`src/rtl/core/modbus_range_frame_filter_defines.svh`:
```
// Assertion macros shared by the range frame filter RTL.
`ifndef MODBUS_RANGE_FRAME_FILTER_DEFINES_SVH
`define MODBUS_RANGE_FRAME_FILTER_DEFINES_SVH

// Same-cycle implication, checked outside reset.
`define MRFF_ASSERT_IMP(label, clk, rst, ante, cons, msg) \
   label: assert property (@(posedge clk) disable iff (rst) (ante) |-> (cons)) else $error(msg);

// Next-cycle implication, checked outside reset.
`define MRFF_ASSERT_NXT(label, clk, rst, ante, cons, msg) \
   label: assert property (@(posedge clk) disable iff (rst) (ante) |=> (cons)) else $error(msg);

`endif

```
`src/rtl/core/mrff_pkg.sv`:
```
// Shared types, constants and the CRC byte step for the range frame filter.
`timescale 1ns / 1ps
package mrff_pkg;

   localparam int FRAC_BITS_DEF = 16;

   localparam logic [15:0] CRC_INIT   = 16'hFFFF;
   localparam logic [15:0] CRC_POLY   = 16'hA001;
   localparam logic [7:0]  COUNT_BYTE = 8'h02;

   // frame byte positions
   localparam logic [2:0] POS_ADDR   = 3'd0;
   localparam logic [2:0] POS_FUNC   = 3'd1;
   localparam logic [2:0] POS_COUNT  = 3'd2;
   localparam logic [2:0] POS_DIST_H = 3'd3;
   localparam logic [2:0] POS_DIST_L = 3'd4;
   localparam logic [2:0] POS_CRC_L  = 3'd5;
   localparam logic [2:0] POS_CRC_H  = 3'd6;

   // register reset values
   localparam logic [7:0]  RST_DEV_ADDR  = 8'h01;
   localparam logic [7:0]  RST_FUNC_CODE = 8'h03;
   localparam logic [15:0] RST_CALIB     = 16'd0;
   localparam logic [15:0] RST_MAX_RAW   = 16'd5000;
   localparam logic [2:0]  RST_EMA_SHIFT = 3'd1;
   localparam logic [15:0] RST_TIMEOUT   = 16'd2000;

   localparam logic [2:0] SHIFT_MIN = 3'd1;
   localparam logic [2:0] SHIFT_MAX = 3'd4;

   localparam int CSR_ADDR_W = 3;
   localparam int CSR_DATA_W = 16;

   typedef enum logic [CSR_ADDR_W-1:0] {
      REG_DEV_ADDR  = 3'd0,
      REG_FUNC_CODE = 3'd1,
      REG_CALIB     = 3'd2,
      REG_MAX_RAW   = 3'd3,
      REG_EMA_SHIFT = 3'd4,
      REG_TIMEOUT   = 3'd5
   } reg_index_type;

   typedef enum logic [1:0] {
      FS_NONE    = 2'd0,
      FS_ACCEPT  = 2'd1,
      FS_CRC_ERR = 2'd2,
      FS_RANGE   = 2'd3
   } frame_status_type;

   // parser -> filter, one per beat
   typedef struct packed {
      logic             tick;
      frame_status_type status;
      logic [15:0]      cal;
   } event_type;

   // filter -> result register
   typedef struct packed {
      frame_status_type frame_status;
      logic             updated;
      logic             valid_res;
      logic [15:0]      distance;
   } result_type;

   // one byte of Modbus CRC16, LSB first
   function automatic logic [15:0] crc_step(input logic [15:0] crc, input logic [7:0] b);
      logic [15:0] c;
      c = crc ^ {8'h00, b};
      for (int i = 0; i < 8; i++) begin
         c = c[0] ? ((c >> 1) ^ CRC_POLY) : (c >> 1);
      end
      return c;
   endfunction

endpackage

```
`src/rtl/core/mrff_parser.sv`:
```
// Frame hunter: header match, running CRC, distance capture, end-of-frame verdict.
`timescale 1ns / 1ps
module mrff_parser (
   input  logic                clock,
   input  logic                reset,
   input  logic                step,
   input  logic                func,
   input  logic [7:0]          rx_byte,
   input  logic [7:0]          device_address,
   input  logic [7:0]          function_code,
   input  logic [15:0]         calib_offset,
   input  logic [15:0]         max_raw,
   output mrff_pkg::event_type evt
);
   import mrff_pkg::*;

   logic [2:0]  pos_ff, pos_in;
   logic [15:0] crc_ff, crc_in;
   logic [15:0] raw_ff;
   logic [7:0]  crc_lo_ff;
   logic        hdr_bad;
   logic [15:0] rx_crc;

   always_comb begin
      hdr_bad = ((pos_ff == POS_ADDR)  && (rx_byte != device_address)) ||
                ((pos_ff == POS_FUNC)  && (rx_byte != function_code))  ||
                ((pos_ff == POS_COUNT) && (rx_byte != COUNT_BYTE));
      rx_crc  = {rx_byte, crc_lo_ff};
   end

   always_comb begin
      pos_in     = pos_ff;
      crc_in     = crc_ff;
      evt.tick   = func;
      evt.status = FS_NONE;
      evt.cal    = (raw_ff > calib_offset) ? (raw_ff - calib_offset) : 16'd0;
      if (step && !func) begin
         if (hdr_bad) begin
            pos_in = POS_ADDR;
            crc_in = CRC_INIT;
         end else if (pos_ff != POS_CRC_H) begin
            pos_in = pos_ff + 3'd1;
            if (pos_ff < POS_CRC_L) crc_in = crc_step(crc_ff, rx_byte);
         end else begin
            pos_in = POS_ADDR;
            crc_in = CRC_INIT;
            priority if (rx_crc != crc_ff) evt.status = FS_CRC_ERR;
            else if (raw_ff > max_raw)     evt.status = FS_RANGE;
            else                           evt.status = FS_ACCEPT;
         end
      end
   end

   always_ff @(posedge clock) begin
      if (reset) begin
         pos_ff <= POS_ADDR;
         crc_ff <= CRC_INIT;
      end else begin
         pos_ff <= pos_in;
         crc_ff <= crc_in;
      end
   end

   // payload bytes, always written earlier in the same frame than they are read
   always_ff @(posedge clock) begin
      if (step && !func && !hdr_bad) begin
         if (pos_ff == POS_DIST_H) raw_ff[15:8] <= rx_byte;
         if (pos_ff == POS_DIST_L) raw_ff[7:0]  <= rx_byte;
         if (pos_ff == POS_CRC_L)  crc_lo_ff    <= rx_byte;
      end
   end

endmodule

```
`src/rtl/core/mrff_filter.sv`:
```
// Exponential average, rounded distance, valid flag and idle tick timeout.
`timescale 1ns / 1ps
module mrff_filter #(
   parameter int FRAC_BITS = mrff_pkg::FRAC_BITS_DEF
) (
   input  logic                 clock,
   input  logic                 reset,
   input  logic                 step,
   input  mrff_pkg::event_type  evt,
   input  logic [2:0]           ema_shift,
   input  logic [15:0]          timeout_ticks,
   output mrff_pkg::result_type res
);
   import mrff_pkg::*;

   localparam int AW = 16 + FRAC_BITS;

   // average kept pre-biased by one half LSB of the integer part,
   // so the rounded output is just the upper 16 bits
   logic [AW-1:0]        avg_ff, avg_in;
   logic                 ready_ff, ready_in;
   logic                 valid_ff, valid_in;
   logic [15:0]          idle_ff, idle_in;
   logic [15:0]          dist_ff, dist_in;
   logic [2:0]           shamt;
   logic [AW-1:0]        target;
   logic signed [AW:0]   diff;
   logic signed [AW:0]   delta;
   logic                 accept;

   always_comb begin
      priority if (ema_shift < SHIFT_MIN) shamt = SHIFT_MIN;
      else if (ema_shift > SHIFT_MAX)     shamt = SHIFT_MAX;
      else                                shamt = ema_shift;
      target = {evt.cal, 1'b1, {(FRAC_BITS-1){1'b0}}};
      diff   = $signed({1'b0, target}) - $signed({1'b0, avg_ff});
      delta  = diff >>> shamt;
      accept = step && (evt.status == FS_ACCEPT);
   end

   always_comb begin
      avg_in   = avg_ff;
      ready_in = ready_ff;
      valid_in = valid_ff;
      idle_in  = idle_ff;
      if (step && evt.tick && (idle_ff != 16'hFFFF)) idle_in = idle_ff + 16'd1;
      if (accept) begin
         avg_in   = ready_ff ? (avg_ff + delta[AW-1:0]) : target;
         ready_in = 1'b1;
         valid_in = 1'b1;
         idle_in  = 16'd0;
      end
      if (idle_in > timeout_ticks) valid_in = 1'b0;
      dist_in = accept ? avg_in[AW-1:FRAC_BITS] : dist_ff;

      res.distance     = dist_in;
      res.valid_res    = valid_in;
      res.updated      = (evt.status == FS_ACCEPT);
      res.frame_status = evt.status;
   end

   always_ff @(posedge clock) begin
      if (reset) begin
         ready_ff <= 1'b0;
         valid_ff <= 1'b0;
         idle_ff  <= 16'd0;
         dist_ff  <= 16'd0;
      end else if (step) begin
         ready_ff <= ready_in;
         valid_ff <= valid_in;
         idle_ff  <= idle_in;
         dist_ff  <= dist_in;
      end
   end

   always_ff @(posedge clock) begin
      if (step) avg_ff <= avg_in;
   end

endmodule

```
`src/rtl/core/modbus_range_frame_filter.sv`:
```
// Top level of the Modbus range frame filter: beat pipeline and config registers.
//
//   channel  dir  handshake              payload
//   req_     in   req_tvalid/req_tready  tdata: rx_byte; tuser: func (0 byte, 1 tick)
//   rsp_     out  rsp_tvalid/rsp_tready  tdata: distance, valid_res, updated, frame_status
//   csr_     in   csr_we (no wait)       csr_addr register index, csr_wdata value
//
// One beat per cycle sustained while rsp_tready is high; each req beat yields exactly one rsp beat.
// The path is registered in order: input register, frame verdict register, result register.
// The parser stage settles CRC and range; the filter stage does the average update.
// Each stage holds while the one after it is full and stalled, so req_tready only
// drops when all three registers hold data and rsp_tready is low.
// reset is synchronous; it clears hunt, valid flag and tick count, restarts the average.
`timescale 1ns / 1ps
`include "modbus_range_frame_filter_defines.svh"
module modbus_range_frame_filter #(
   parameter int FRAC_BITS = mrff_pkg::FRAC_BITS_DEF
) (
   input  logic                            clock,
   input  logic                            reset,
   // input stream
   input  logic                            req_tvalid,
   output logic                            req_tready,
   input  logic [7:0]                      req_tdata,   // [7:0] rx_byte
   input  logic                            req_tuser,   // [0] func
   // result stream
   output logic                            rsp_tvalid,
   input  logic                            rsp_tready,
   output logic [23:0]                     rsp_tdata,   // [15:0] distance, [16] valid_res,
                                                        // [17] updated, [19:18] frame_status
   // register writes
   input  logic                            csr_we,
   input  logic [mrff_pkg::CSR_ADDR_W-1:0] csr_addr,
   input  logic [mrff_pkg::CSR_DATA_W-1:0] csr_wdata
);
   import mrff_pkg::*;

   // config registers
   logic [7:0]  dev_addr_ff;
   logic [7:0]  func_code_ff;
   logic [15:0] calib_ff;
   logic [15:0] max_raw_ff;
   logic [2:0]  ema_shift_ff;
   logic [15:0] timeout_ff;

   always_ff @(posedge clock) begin
      if (reset) begin
         dev_addr_ff  <= RST_DEV_ADDR;
         func_code_ff <= RST_FUNC_CODE;
         calib_ff     <= RST_CALIB;
         max_raw_ff   <= RST_MAX_RAW;
         ema_shift_ff <= RST_EMA_SHIFT;
         timeout_ff   <= RST_TIMEOUT;
      end else if (csr_we) begin
         unique case (reg_index_type'(csr_addr))
            REG_DEV_ADDR:  dev_addr_ff  <= csr_wdata[7:0];
            REG_FUNC_CODE: func_code_ff <= csr_wdata[7:0];
            REG_CALIB:     calib_ff     <= csr_wdata;
            REG_MAX_RAW:   max_raw_ff   <= csr_wdata;
            REG_EMA_SHIFT: ema_shift_ff <= csr_wdata[2:0];
            REG_TIMEOUT:   timeout_ff   <= csr_wdata;
            default: ;
         endcase
      end
   end

   // stage valids and advance terms
   logic       s1_v_ff, s2_v_ff, s3_v_ff;
   logic       adv2, adv3;
   logic       in_func_ff;
   logic [7:0] in_byte_ff;
   event_type  evt, evt_ff;
   result_type res, res_ff;

   assign adv3       = s2_v_ff && (!s3_v_ff || rsp_tready);
   assign adv2       = s1_v_ff && (!s2_v_ff || adv3);
   assign req_tready = !s1_v_ff || adv2;

   always_ff @(posedge clock) begin
      if (reset) begin
         s1_v_ff <= 1'b0;
         s2_v_ff <= 1'b0;
         s3_v_ff <= 1'b0;
      end else begin
         if (req_tready) s1_v_ff <= req_tvalid;
         if (adv2)       s2_v_ff <= 1'b1;
         else if (adv3)  s2_v_ff <= 1'b0;
         if (adv3)            s3_v_ff <= 1'b1;
         else if (rsp_tready) s3_v_ff <= 1'b0;
      end
   end

   always_ff @(posedge clock) begin
      if (req_tready && req_tvalid) begin
         in_func_ff <= req_tuser;
         in_byte_ff <= req_tdata;
      end
      if (adv2) evt_ff <= evt;
      if (adv3) res_ff <= res;
   end

   mrff_parser u_parser (
      .clock          (clock),
      .reset          (reset),
      .step           (adv2),
      .func           (in_func_ff),
      .rx_byte        (in_byte_ff),
      .device_address (dev_addr_ff),
      .function_code  (func_code_ff),
      .calib_offset   (calib_ff),
      .max_raw        (max_raw_ff),
      .evt            (evt)
   );

   mrff_filter #(
      .FRAC_BITS (FRAC_BITS)
   ) u_filter (
      .clock         (clock),
      .reset         (reset),
      .step          (adv3),
      .evt           (evt_ff),
      .ema_shift     (ema_shift_ff),
      .timeout_ticks (timeout_ff),
      .res           (res)
   );

   assign rsp_tvalid = s3_v_ff;
   assign rsp_tdata  = {4'b0000, res_ff};

   // a full, stalled pipe must not take another beat
   `MRFF_ASSERT_IMP(a_full_stall, clock, reset, s1_v_ff && s2_v_ff && s3_v_ff && !rsp_tready, !req_tready, "beat taken into full pipe")
   // an accepted frame always reports valid and updated
   `MRFF_ASSERT_IMP(a_accept_flags, clock, reset, rsp_tvalid && (res_ff.frame_status == FS_ACCEPT), res_ff.valid_res && res_ff.updated, "accepted frame without valid or updated")
   // a beat moved into the verdict stage is held there next cycle
   `MRFF_ASSERT_NXT(a_stage2_load, clock, reset, adv2, s2_v_ff, "verdict stage lost a beat")

endmodule
```
`config.mk`:
```
export PLATFORM = sky130hd
export DESIGN_NAME = modbus_range_frame_filter
export DESIGN_NICKNAME = d
export VERILOG_FILES = /design/src/rtl/core/mrff_pkg.sv /design/src/rtl/core/mrff_parser.sv /design/src/rtl/core/mrff_filter.sv /design/src/rtl/core/modbus_range_frame_filter.sv
export VERILOG_INCLUDE_DIRS = /design/src /design/src/rtl/core
export SDC_FILE = /design/constraint.sdc
export NUM_CORES = 1
export LEC_CHECK = 0
export ABC_AREA = 0
export BUFFER_PORTS_ARGS = -buffer_cell sky130_fd_sc_hd__buf_2
export CAP_MARGIN = 20
export CORE_ASPECT_RATIO = 1.2
export CORE_MARGIN = 2
export CORE_UTILIZATION = 50
export DETAILED_ROUTE_END_ITERATION = 7
export GPL_ROUTABILITY_DRIVEN = 0
export GPL_TIMING_DRIVEN = 0
export HOLD_SLACK_MARGIN = 0.15
export PLACE_DENSITY = 0.65
export SETUP_SLACK_MARGIN = 0.1
export SYNTH_ARGS = -nofsm -noshare
export SYNTH_HDL_FRONTEND = slang
export SYNTH_HIERARCHICAL = 1
export SYNTH_SLANG_ARGS = --single-unit
export TNS_END_PERCENT = 10
```
`constraint.sdc`:
```
create_clock -name clock -period 9.45 [get_ports clock]
set_input_delay 1.89 -clock clock [delete_from_list [all_inputs] [get_ports clock]]
set_output_delay 1.89 -clock clock [all_outputs]
set_load 0.02 [all_outputs]
```
==> impl_results.md, run 1 <==
* Placed Area at between 0.015 and 0.02 sq mm
* Setup tns final at 0 ns
* Worst-case clock buffer depth at 3
* Setup ws final at 2.85 ns
* Largest fanout on the critical path at 10
* Slowest CP cell: a21oi_1
* Die Span Y at slightly below 200 um
* Core Rows at between 60 and 70
* Yosys top cell area share at about a fifth
* CTS tree: built
* Vias in the first global route at approximately 12000
* R2R Path End: rsp_tdata[6]
* Crit path time final at 6.60 ns
* Seq/Total Area, Yosys at between 30% and 40%
* PD cells at 149 mW/mm^2
* Clk sinks at between 200 and 250
* Fraction of registers with async set/reset at 0%
* Syn Area/Cell at between 9 and 10 sq um
* Min-delay worst type: reg2reg
* Clock Pin Slew Worst Setup and Hold Paths at about 0.06 ns
* Seq cells post-synth at approximately 230
* Worst EP arrival at a little under 7 ns
* Die ar. at ~0.031 sq mm
* Critical path cell sequence: clkbuf_1 > clkinv_1 > a21oi_1 > clkbuf_1 > nand2_1 > o211ai_1 > o21ai_0 > o21ai_0 > ha_1 > fa_1 > a21oi_1 > o21ai_0 > a211oi_2 > nor4bb_1 > o21ai_0 > o21ai_1 > xor2_1 > a211oi_1 > nor2_1
* Depth of the CTS H-tree at 1
* Gr ovfl total at 0
* I/O Pins at 59
* TritonCTS Buffers at 26
* Footprint of the multi-input gates at between 0.008 and 0.009 sq mm
* Netlist Area Pre-Place at approximately 0.015 sq mm
* Hold-fix buffers, CTS at 0
* Number of fill cells at ~2700
* Critical path class: reg2reg
* Depth of the worst register-to-register path at 19
* WP data required at slightly below 10 ns
* Unrepaired setup endpoints after global routing: false
* Crit start category: flip-flop
* Count leader, synth: nor2_1
* Clk Latency, worst-skew pair at 0.55 ns
* Final wirelength at between 30 and 40 mm
* CP most frequent cell: o21ai_0
* Seq. cell area at ~0.0056 sq mm
* DR iter-0 viols at 769
* GRT Util Overall at ~25%
* Top_reg_cell synth: dfxtp_1
* Antenna violations before repair at 0
* Root Buffer: clkbuf_16
* DP Worst Slack at approximately 3.0 ns
* # diodes at 0
* Hold Violations, Final at 0
* First-pass GRT wire length at 63.0 mm
* Core footprint at between 0.02 and 0.03 sq mm
* Worst hold start: s1_v_ff
* Antenna Nets Post-Route at 0
* Pins Over Slew Limit at 0
* Setup Skew at 0.0203 ns
* Post-route cell area at ~0.016 sq mm
* Layout area overhead at 11.3%
* Worst r2r src: ema_shift_ff[0]
* Routed via count at between 10000 and 15000
* Max Cap Viol at 0
* Pleak at between 6 and 7 nW
* Top cells by instance count after synthesis: nor2_1 (168), dfxtp_1 (123), a21oi_1 (111)
* Endpoint class of the critical path: flip-flop
* Number of vias per cell at between 5 and 6
* Layout cells sized above 1 at between 9 and 10%
* YS warnings at 6
* Fmax at approximately 150 MHz
* First-pass iteration count of the detailed router at 8
* Min-Delay Endpoint: s2_v_ff
* Setup Viol. Count Final at 0
* Slew @ Worst Pin at about 1.1 ns
* Reg2Reg Setup Slack at approximately 2.8 ns
* WL/cell at approximately 18 um
* Post-synth top area cell: edfxtp_1
* Chip Width at between 150 and 200 um
* Largest net degree at the start of global routing at 36
* Synth cell types at 93
* Gate Count Post-Synth at 1641
* Drt drc at 1
* Post-detailed-placement half-perimeter wirelength at a little over 30 mm
* Post-CTS setup buffer count at 0
* Synth top area cells: edfxtp_1 (21%), dfxtp_1 (17%), ha_1 (8.4%)
* Max_slew headroom at between 20% and 30%
* CP peak stage delay at 0.73 ns
* PortBufs at 52
* Starting Density at 50.4%
* Period utilization at between 60% and 70%
* Final #Nets at between 1500 and 2000
* Worst hold stages at 2
* Status: finished with violations
* Post-CTS Resized at 0
* Failing checks: DRC
* Worst ir drop on vdd at roughly 0.14 mV
* Number of synthesized flops with an enable pin at between 100 and 150
[worst max-delay path by stage]
stage	endpoint	slack [ns]	cells past startpoint	from
2_1_floorplan	rsp_tdata[16]	3.44	18	rsp_tready
3_3_place_gp	rsp_tdata[16]	1.26	19	rsp_tready
3_5_place_dp	rsp_tdata[16]	3.05	21	rsp_tready
4_1_cts	rsp_tdata[6]	3.08	19	ema_shift_ff[0]
5_1_grt	rsp_tdata[6]	2.52	19	ema_shift_ff[0]
6_report	rsp_tdata[6]	2.85	19	ema_shift_ff[0]
[routing by layer]
layer  global-route usage, %  wire [um]  vias to the layer above  share of wire (%)
met5                       0          0                        -                  0
met4                    9.79       1580                        0                4.0
met3                    3.25       2130                      107                5.4
met2                    46.7      19700                      425                 50
met1                    30.4      16000                     5683                 41
li1                        -          -                     5975                  -
[registers in the layout (all words and copies together) (netlist names), 3 cells and up]
signal              cells
calib_ff               16
dev_addr_ff             8
ema_shift_ff            3
evt_ff                 19
func_code_ff            8
in_byte_ff              8
max_raw_ff             16
rsp_tdata              20
timeout_ff             16
u_filter/avg_ff        32
u_filter/dist_ff       16
u_filter/idle_ff       16
u_parser/crc_ff        16
u_parser/crc_lo_ff      8
u_parser/pos_ff         3
u_parser/raw_ff        16
[power breakdown]
part	switching [mW]	total (mW)	leakage [nW]	internal (mW)
clock network	0.412	1.03	0.432	0.617
logic	0.219	0.360	4.42	0.141
registers	0.0142	1.06	1.96	1.05
total	0.645	2.45	6.81	1.80
[layout make-up]
cell class / instances / share of cell area (%)
Multi-Input combinational cell: 1241 / 51.6
Sequential cell: 227 / 33.9
Clock buffer: 39 / 4.68
Tap cell: 390 / 2.96
Buffer: 87 / 2.44
Inverter: 89 / 2.03
Timing Repair Buffer: 55 / 1.84
Clock inverter: 9 / 0.607
[placed cells by master, fill, tap and decap left out, types with 64 or more instances in the layout]
cell type  count
xor2_1        70
nand2_1      103
inv_1         87
nor2_1       168
o21ai_0       64
buf_2         70
edfxtp_1     104
nand2b_1      86
a21oi_1      111
mux2i_1       77
ha_1          99
dfxtp_1      123
[cell families after synthesis]
| family | after synthesis | share of synthesized area [%] |
|---|---|---|
| AO/OA/AOI/OAI | 360 | 16.0 |
| XOR/XNOR | 132 | 8.00 |
| adder cells (fa/ha/maj) | 101 | 8.64 |
| buffers and inverters | 176 | 4.97 |
| flip-flops | 227 | 37.7 |
| multiplexers | 81 | 5.51 |
| other | 1 | 0.0253 |
| AND/OR/NAND/NOR | 563 | 19.2 |
[worst max-delay path, delay by kind of cell (launching register included)]
family | cells | cell delay (ns)
adder cells (fa/ha/maj) | 2 | 0.47
AO/OA/AOI/OAI | 10 | 3.04
buffers and inverters | 3 | 1.31
AND/OR/NAND/NOR | 3 | 0.92
XOR/XNOR | 1 | 0.16
flip-flops | 1 | 0.41
[per-stage QoR]
stage	std cells	power, mW	hold WS [ns]	util, %
3_5_place_dp	2088	1.44	0.460	53.1
3_3_place_gp	2086	1.43	0.442	53.0
4_1_cts	2136	2.46	0.467	56.1
5_1_grt	2137	2.55	0.499	56.1
2_1_floorplan	1644	1.34	0.434	-
6_report	2137	2.45	0.467	56.1
No activity file was read; power rests on OpenSTA's default activity.
==> run 2, diff against run 1 <==
--- a/config.mk
+++ b/config.mk
@@ -6,7 +6,7 @@
 export SDC_FILE = /design/constraint.sdc
 export NUM_CORES = 1
 export LEC_CHECK = 0
-export ABC_AREA = 0
+export ABC_AREA = 1
 export BUFFER_PORTS_ARGS = -buffer_cell sky130_fd_sc_hd__buf_2
 export CAP_MARGIN = 20
 export CORE_ASPECT_RATIO = 1.2
==> constraint.sdc (replaced) <==
create_clock -name clock -period 6.75 [get_ports clock]
set_input_delay 1.35 -clock clock [delete_from_list [all_inputs] [get_ports clock]]
set_output_delay 1.35 -clock clock [all_outputs]
set_load 0.02 [all_outputs]
==> run 2 against run 1 <==
- the run now ends clean
- maximum frequency up 52%
- hold slack improved by 0.0036 ns
- critical path depth is 3 higher
- largest cell class unchanged
- largest power group unchanged
- highest routed layer unchanged
==> impl_results.md, run 2 <==
* Status: finished, final reports clean
* Die Span Y at ~200 um
* Largest fanout on the critical path at 6
* Worst hold stages at 2
* Setup tns final at 0 ns
* Clk sinks at between 200 and 250
* Netlist Area Pre-Place at between 0.015 and 0.02 sq mm
* Top cells by instance count after synthesis: nand2_1 (578), nor2_1 (335), inv_1 (282)
* Seq/Total Area, Yosys at 34.7%
* Worst-case clock buffer depth at 3
* GRT Util Overall at a little over a quarter
* Setup Skew at between 0.02 and 0.025 ns
* Routed via count at 15129
* Pins Over Slew Limit at 0
* Starting Density at between 50% and 60%
* Gr ovfl total at 0
* Layout cells sized above 1 at 9.35%
* Syn Area/Cell at 6.96 sq um
* Clock Pin Slew Worst Setup and Hold Paths at about 0.060 ns
* Crit start category: flip-flop
* Root Buffer: clkbuf_16
* Final #Nets at around 2500
* Top_reg_cell synth: dfxtp_1
* Min-delay worst type: reg2reg
* Slew @ Worst Pin at around 0.74 ns
* Max Cap Viol at 0
* Clk Latency, worst-skew pair at 0.55 ns
* Vias in the first global route at roughly 15000
* Gate Count Post-Synth at about 2300
* Antenna violations before repair at 0
* Endpoint class of the critical path: flip-flop
* Placed Area at 0.0169 sq mm
* Max reg flops at 32
* Worst ir drop on vdd at 0.214 mV
* Max_slew headroom at between 50% and 60%
* Fmax at around 230 MHz
* WL/cell at ~16 um
* Synth cell types at 62
* Most common cell after layout, fill and taps aside: nand2_1
* Layout area overhead at 10.6%
* Core Rows at 71
* Die ar. at around 0.034 sq mm
* Drt drc at 0
* Post-CTS setup buffer count at 0
* Reg with most FFs: u_filter/avg_ff
* Most frequent cells in the layout: nand2_1 (578), nor2_1 (335), inv_1 (282)
* Count leader, synth: nand2_1
* Post-detailed-placement half-perimeter wirelength at 36.7 mm
* PD cells at about 200 mW/mm^2
* Post-route cell area at 0.0178 sq mm
* Hold Violations, Final at 0
* Seq cells post-synth at 227
* DR iter-0 viols at between 900 and 1000
* I/O Pins at 59
* Worst EP arrival at 4.61 ns
* Largest net degree at the start of global routing at 26
* First-pass iteration count of the detailed router at 5
* Pleak at between 8 and 9 nW
* Post-synth top area cell: edfxtp_1
* Depth of the CTS H-tree at 1
* Fraction of registers with async set/reset at 0%
* Unrepaired setup endpoints after global routing: false
* WP data required at 7.02 ns
* Post-CTS Resized at 0
* YS warnings at 6
* Chip Width at 168 um
* Antenna Nets Post-Route at 0
* Synth top area cells: edfxtp_1 (19%), dfxtp_1 (15%), nand2_1 (13%)
* TritonCTS Buffers at 26
* Hold-fix buffers, CTS at 0
* Critical path class: reg2reg
* # diodes at 0
* Final wirelength at about 46 mm
* Number of synthesized flops with an enable pin at about 100
* Depth of the worst register-to-register path at 22
* Yosys top cell area share at 19.4%
* Number of vias per cell at ~5.4
* CTS tree: built
* First-pass GRT wire length at roughly 73 mm
* Crit path time final at 4.35 ns
* PortBufs at between 50 and 60
* Setup Viol. Count Final at 0
* Reg2Reg Setup Slack at ~2.4 ns
* Core footprint at approximately 0.032 sq mm
* Period utilization at around 64%
==> run 2: cell types whose count changed after synthesis, moves of 34 or more <==
cell	change
mux2i_1	-75
nand3_1	+149
inv_1	+195
xor2_1	-38
xnor2_1	-34
nand2b_1	-86
nor2_1	+167
nand2_1	+475
nor3_1	-38
==> run 2: area by class of cell <==
type / instances / area [sq um]
Clock buffer: 36 / 762
Buffer: 67 / 373
Tap cell: 401 / 502
Sequential cell: 227 / 5590
Fill cell: 3092 / 13800
Multi-Input combinational cell: 1722 / 9020
Timing Repair Buffer: 56 / 303
Clock inverter: 12 / 106
Inverter: 296 / 1120
==> run 2: worst max-delay path, stage by stage, from the launching register on <==
cell,delay [ns]
edfxtp_1,0.41
inv_1,0.07
ha_1,0.42
nand2_1,0.18
o21ai_0,0.25
a21oi_1,0.10
nand2_1,0.13
xor2_1,0.23
nand2_1,0.13
nand3_1,0.10
o21ai_1,0.08
nor2_1,0.16
ha_1,0.26
a21oi_1,0.27
nor2_1,0.07
nor2_1,0.14
o21ai_0,0.18
inv_1,0.10
nand3_1,0.17
nand2_1,0.10
nand2_1,0.05
o21ai_1,0.32
o21ai_0,0.16
==> run 2: cell families (layout without fill, tap and decap cells) <==
logic type / count (synthesis) / after routing / share of synthesized area (%)
DFF: 227 / 227 / 34.7
buffers and inverters: 363 / 467 / 9.28
and+or+nand+nor: 1258 / 1258 / 34.3
adders and majority gates: 101 / 101 / 7.95
other: 1 / 4 / 0.0233
muxes: 2 / 2 / 0.125
xor gates and xnor gates: 57 / 57 / 3.10
AOI/OAI and AO/OA: 300 / 300 / 10.5
==> run 2: routing by layer <==
layer / share of wire (%) / track usage (%) / wire, um
met4: 4.7 / 12.3 / 2130
met3: 4.0 / 2.46 / 1810
met2: 49 / 48.9 / 22300
met1: 42 / 32.1 / 19400
met5: 0 / 0 / 0
==> run 2: final timing paths <==
| path | to | startpoint |
|---|---|---|
| max | u_filter/avg_ff[21] | u_filter/avg_ff[16] |
| min | timeout_ff[9] | timeout_ff[9] |
| max reg2reg | u_filter/avg_ff[21] | u_filter/avg_ff[16] |
| min reg2reg | timeout_ff[9] | timeout_ff[9] |
==> run 2: per-stage QoR <==
stage	instances	util (%)	power [mW]	setup WS (ns)	hold slack, ns
6_report	2817	56.4	3.56	2.41	0.471
5_1_grt	2817	56.4	3.73	2.01	0.493
4_1_cts	2816	56.3	3.58	2.49	0.473
3_5_place_dp	2768	53.6	2.16	1.98	0.457
3_3_place_gp	2767	53.5	2.15	-0.666	0.458
2_1_floorplan	2312	-	1.99	1.27	0.438
==> run 2: power by group <==
| group | switching [mW] | total, mW | internal (mW) |
|---|---|---|---|
| Combinational | 0.426 | 0.639 | 0.213 |
| Sequential | 0.0291 | 1.50 | 1.47 |
| Clock | 0.581 | 1.41 | 0.834 |
| Total | 1.04 | 3.56 | 2.52 |
==> run 3, diff against run 2 <==
--- a/config.mk
+++ b/config.mk
@@ -16,7 +16,7 @@
 export GPL_ROUTABILITY_DRIVEN = 0
 export GPL_TIMING_DRIVEN = 0
 export HOLD_SLACK_MARGIN = 0.15
-export PLACE_DENSITY = 0.65
+export PLACE_DENSITY = 0.67
 export SETUP_SLACK_MARGIN = 0.1
 export SYNTH_ARGS = -nofsm -noshare
 export SYNTH_HDL_FRONTEND = slang
==> constraint.sdc (replaced) <==
create_clock -name clock -period 3.95 [get_ports clock]
set_input_delay 0.79 -clock clock [delete_from_list [all_inputs] [get_ports clock]]
set_output_delay 0.79 -clock clock [all_outputs]
set_load 0.02 [all_outputs]
==> run 3 against run 2 <==
- clock skew shrank 0.0020 ns
- first-iteration DRC count grew 12%
- flip-flop and latch count is the same
- cell count up 2.2%
- sequential power grew 71%
- die area unchanged
- routed wire length increased by 5.5%
- register-to-register slack worse by 2.3 ns
- largest cell class unchanged
==> impl_results.md, run 3 (same netlist as run 2, synthesis figures left out) <==
* Status: finished, final reports clean
* Layout cells sized above 1 at around 22%
* Max Cap Viol at 0
* Min-delay worst type: in2reg
* Worst EP arrival at 4.14 ns
* Reg with most FFs: u_filter/avg_ff
* PortBufs at 54
* DR iter-0 viols at around 1100
* Period utilization at a little over nine tenths
* Chip Width at approximately 170 um
* Gr ovfl total at 0
* Unrepaired setup endpoints after global routing: true
* Endpoint class of the critical path: flip-flop
* Setup Viol. Count Final at 0
* Root Buffer: clkbuf_16
* Number of vias per cell at between 5 and 6
* Final wirelength at 48.1 mm
* Clock Pin Slew Worst Setup and Hold Paths at about 0.060 ns
* Crit path time final at between 3 and 4 ns
* # diodes at 0
* WP data required at between 4 and 5 ns
* Final #Nets at roughly 2600
* Most frequent cells in the layout: nand2_1 (510), nor2_1 (284), inv_1 (264)
* Fmax at about 260 MHz
* Worst r2r src: u_filter/avg_ff[8]
* Die Span Y at between 200 and 250 um
* Depth of the worst register-to-register path at 19
* GRT Util Overall at 27.1%
* Clk sinks at 227
* PD cells at 325 mW/mm^2
* First-pass GRT wire length at between 70 and 80 mm
* Max reg flops at 32
* Antenna Nets Post-Route at 0
* Layout Utilization at around three fifths
* Starting Density at about half
* Hold-fix buffers, CTS at 0
* First-pass iteration count of the detailed router at 5
* Hold Violations, Final at 0
* Core Rows at a little over 70
* Worst hold stages at 1
* Worst-case clock buffer depth at 3
* Die ar. at 0.0336 sq mm
* Vias in the first global route at between 10000 and 15000
* Slew @ Worst Pin at approximately 0.82 ns
* Setup Skew at between 0.015 and 0.02 ns
* I/O Pins at about 60
* Post-route cell area at just under 0.02 sq mm
* Pleak at 8.70 nW
* Layout area overhead at 20.9%
* Worst hold start: req_tdata[7]
* Routed via count at 15696
* Number of fill cells at ~2900
* TritonCTS Buffers at 26
* Drt drc at 0
* Most common cell after layout, fill and taps aside: nand2_1
* Critical path class: reg2reg
* Post-detailed-placement half-perimeter wirelength at between 30 and 40 mm
* Placed Area at around 0.017 sq mm
* Largest fanout on the critical path at 5
* Depth of the CTS H-tree at 1
* Antenna violations before repair at 0
* R2R Path End: u_filter/avg_ff[16]
* Pins Over Slew Limit at 0
* Clk Latency, worst-skew pair at 0.55 ns
* Worst ir drop on vdd at roughly 0.38 mV
* Reg2Reg Setup Slack at a little under 0.09 ns
* Crit start category: flip-flop
* Max_slew headroom at between 40% and 50%
* WL/cell at 16.7 um
* Core footprint at roughly 0.032 sq mm
* Min-Delay Endpoint: in_byte_ff[7]
* Largest net degree at the start of global routing at 31
* CTS tree: built
-- run 3: worst max-delay path by stage --
stage                        start             endpoint  cells after the start  slack [ns]
2_1_floorplan           rsp_tready        rsp_tdata[16]                     16        0.36
3_3_place_gp            rsp_tready        rsp_tdata[16]                     18       -0.85
3_5_place_dp            rsp_tready        rsp_tdata[16]                     19       -0.35
4_1_cts         u_filter/avg_ff[1]  u_filter/avg_ff[21]                     23        0.05
5_1_grt        u_filter/avg_ff[13]  u_filter/avg_ff[28]                     22       -0.09
6_report        u_filter/avg_ff[8]  u_filter/avg_ff[16]                     19        0.09
-- run 3: metrics by stage --
step	cells	TNS, ns	hold WS (ns)	power (mW)	setup slack (ns)
2_1_floorplan	2312	0	0.438	3.40	0.362
3_3_place_gp	2767	-6.72	0.460	3.67	-0.853
3_5_place_dp	2768	-5.84	0.459	3.69	-0.350
4_1_cts	2822	0	0.396	6.13	0.0504
5_1_grt	2878	-1.16	0.402	6.59	-0.0915
6_report	2878	0	0.412	6.33	0.0872
-- run 3: final cells by class --
cell class	instances	area (sq um)	area share, %
Clock inverter	14	110	0.566
Tap cell	401	502	2.58
Sequential cell	227	5590	28.7
Inverter	296	1120	5.77
Clock buffer	34	753	3.87
Buffer	67	379	1.95
Timing Repair Buffer	117	759	3.91
Multi-Input combinational cell	1722	10200	52.6
-- run 3: worst max-delay path: stages, from the launching register on --
cell and delay [ns]:
edfxtp_1 0.49, nor2_2 0.19, nand3_2 0.14, nor2_4 0.15
nand3_1 0.10, inv_1 0.14, nand2_1 0.13, o211ai_1 0.23
o21ai_1 0.16, nor2_1 0.11, nor2_1 0.07, ha_1 0.38
a21oi_2 0.19, o21a_1 0.21, nand3_2 0.19, nand2_1 0.13
a21o_1 0.12, nand3_1 0.14, nand2_2 0.20, o21ai_0 0.11
-- run 3: metal layers --
metal  up-vias  track usage (%)  share of wire [%]
li1       7827                -                  -
met4         0             13.4                5.5
met2       510             49.9                 50
met3       155             2.29                4.6
met1      7204             31.6                 40
met5         -                0                  0
-- run 3: timing repair --
item | in CTS | in global routing
hold endpoints to repair | 0 | 0
endpoints found under the setup margin | 47 | 50
pin swaps | 5 | 88
gates resized for setup | 46 | 280
setup buffers | 6 | 55
-- run 3: report_power, final --
part / internal [mW] / switching, mW
registers: 2.52 / 0.0528
clock network: 1.42 / 1.00
logic: 0.488 / 0.852
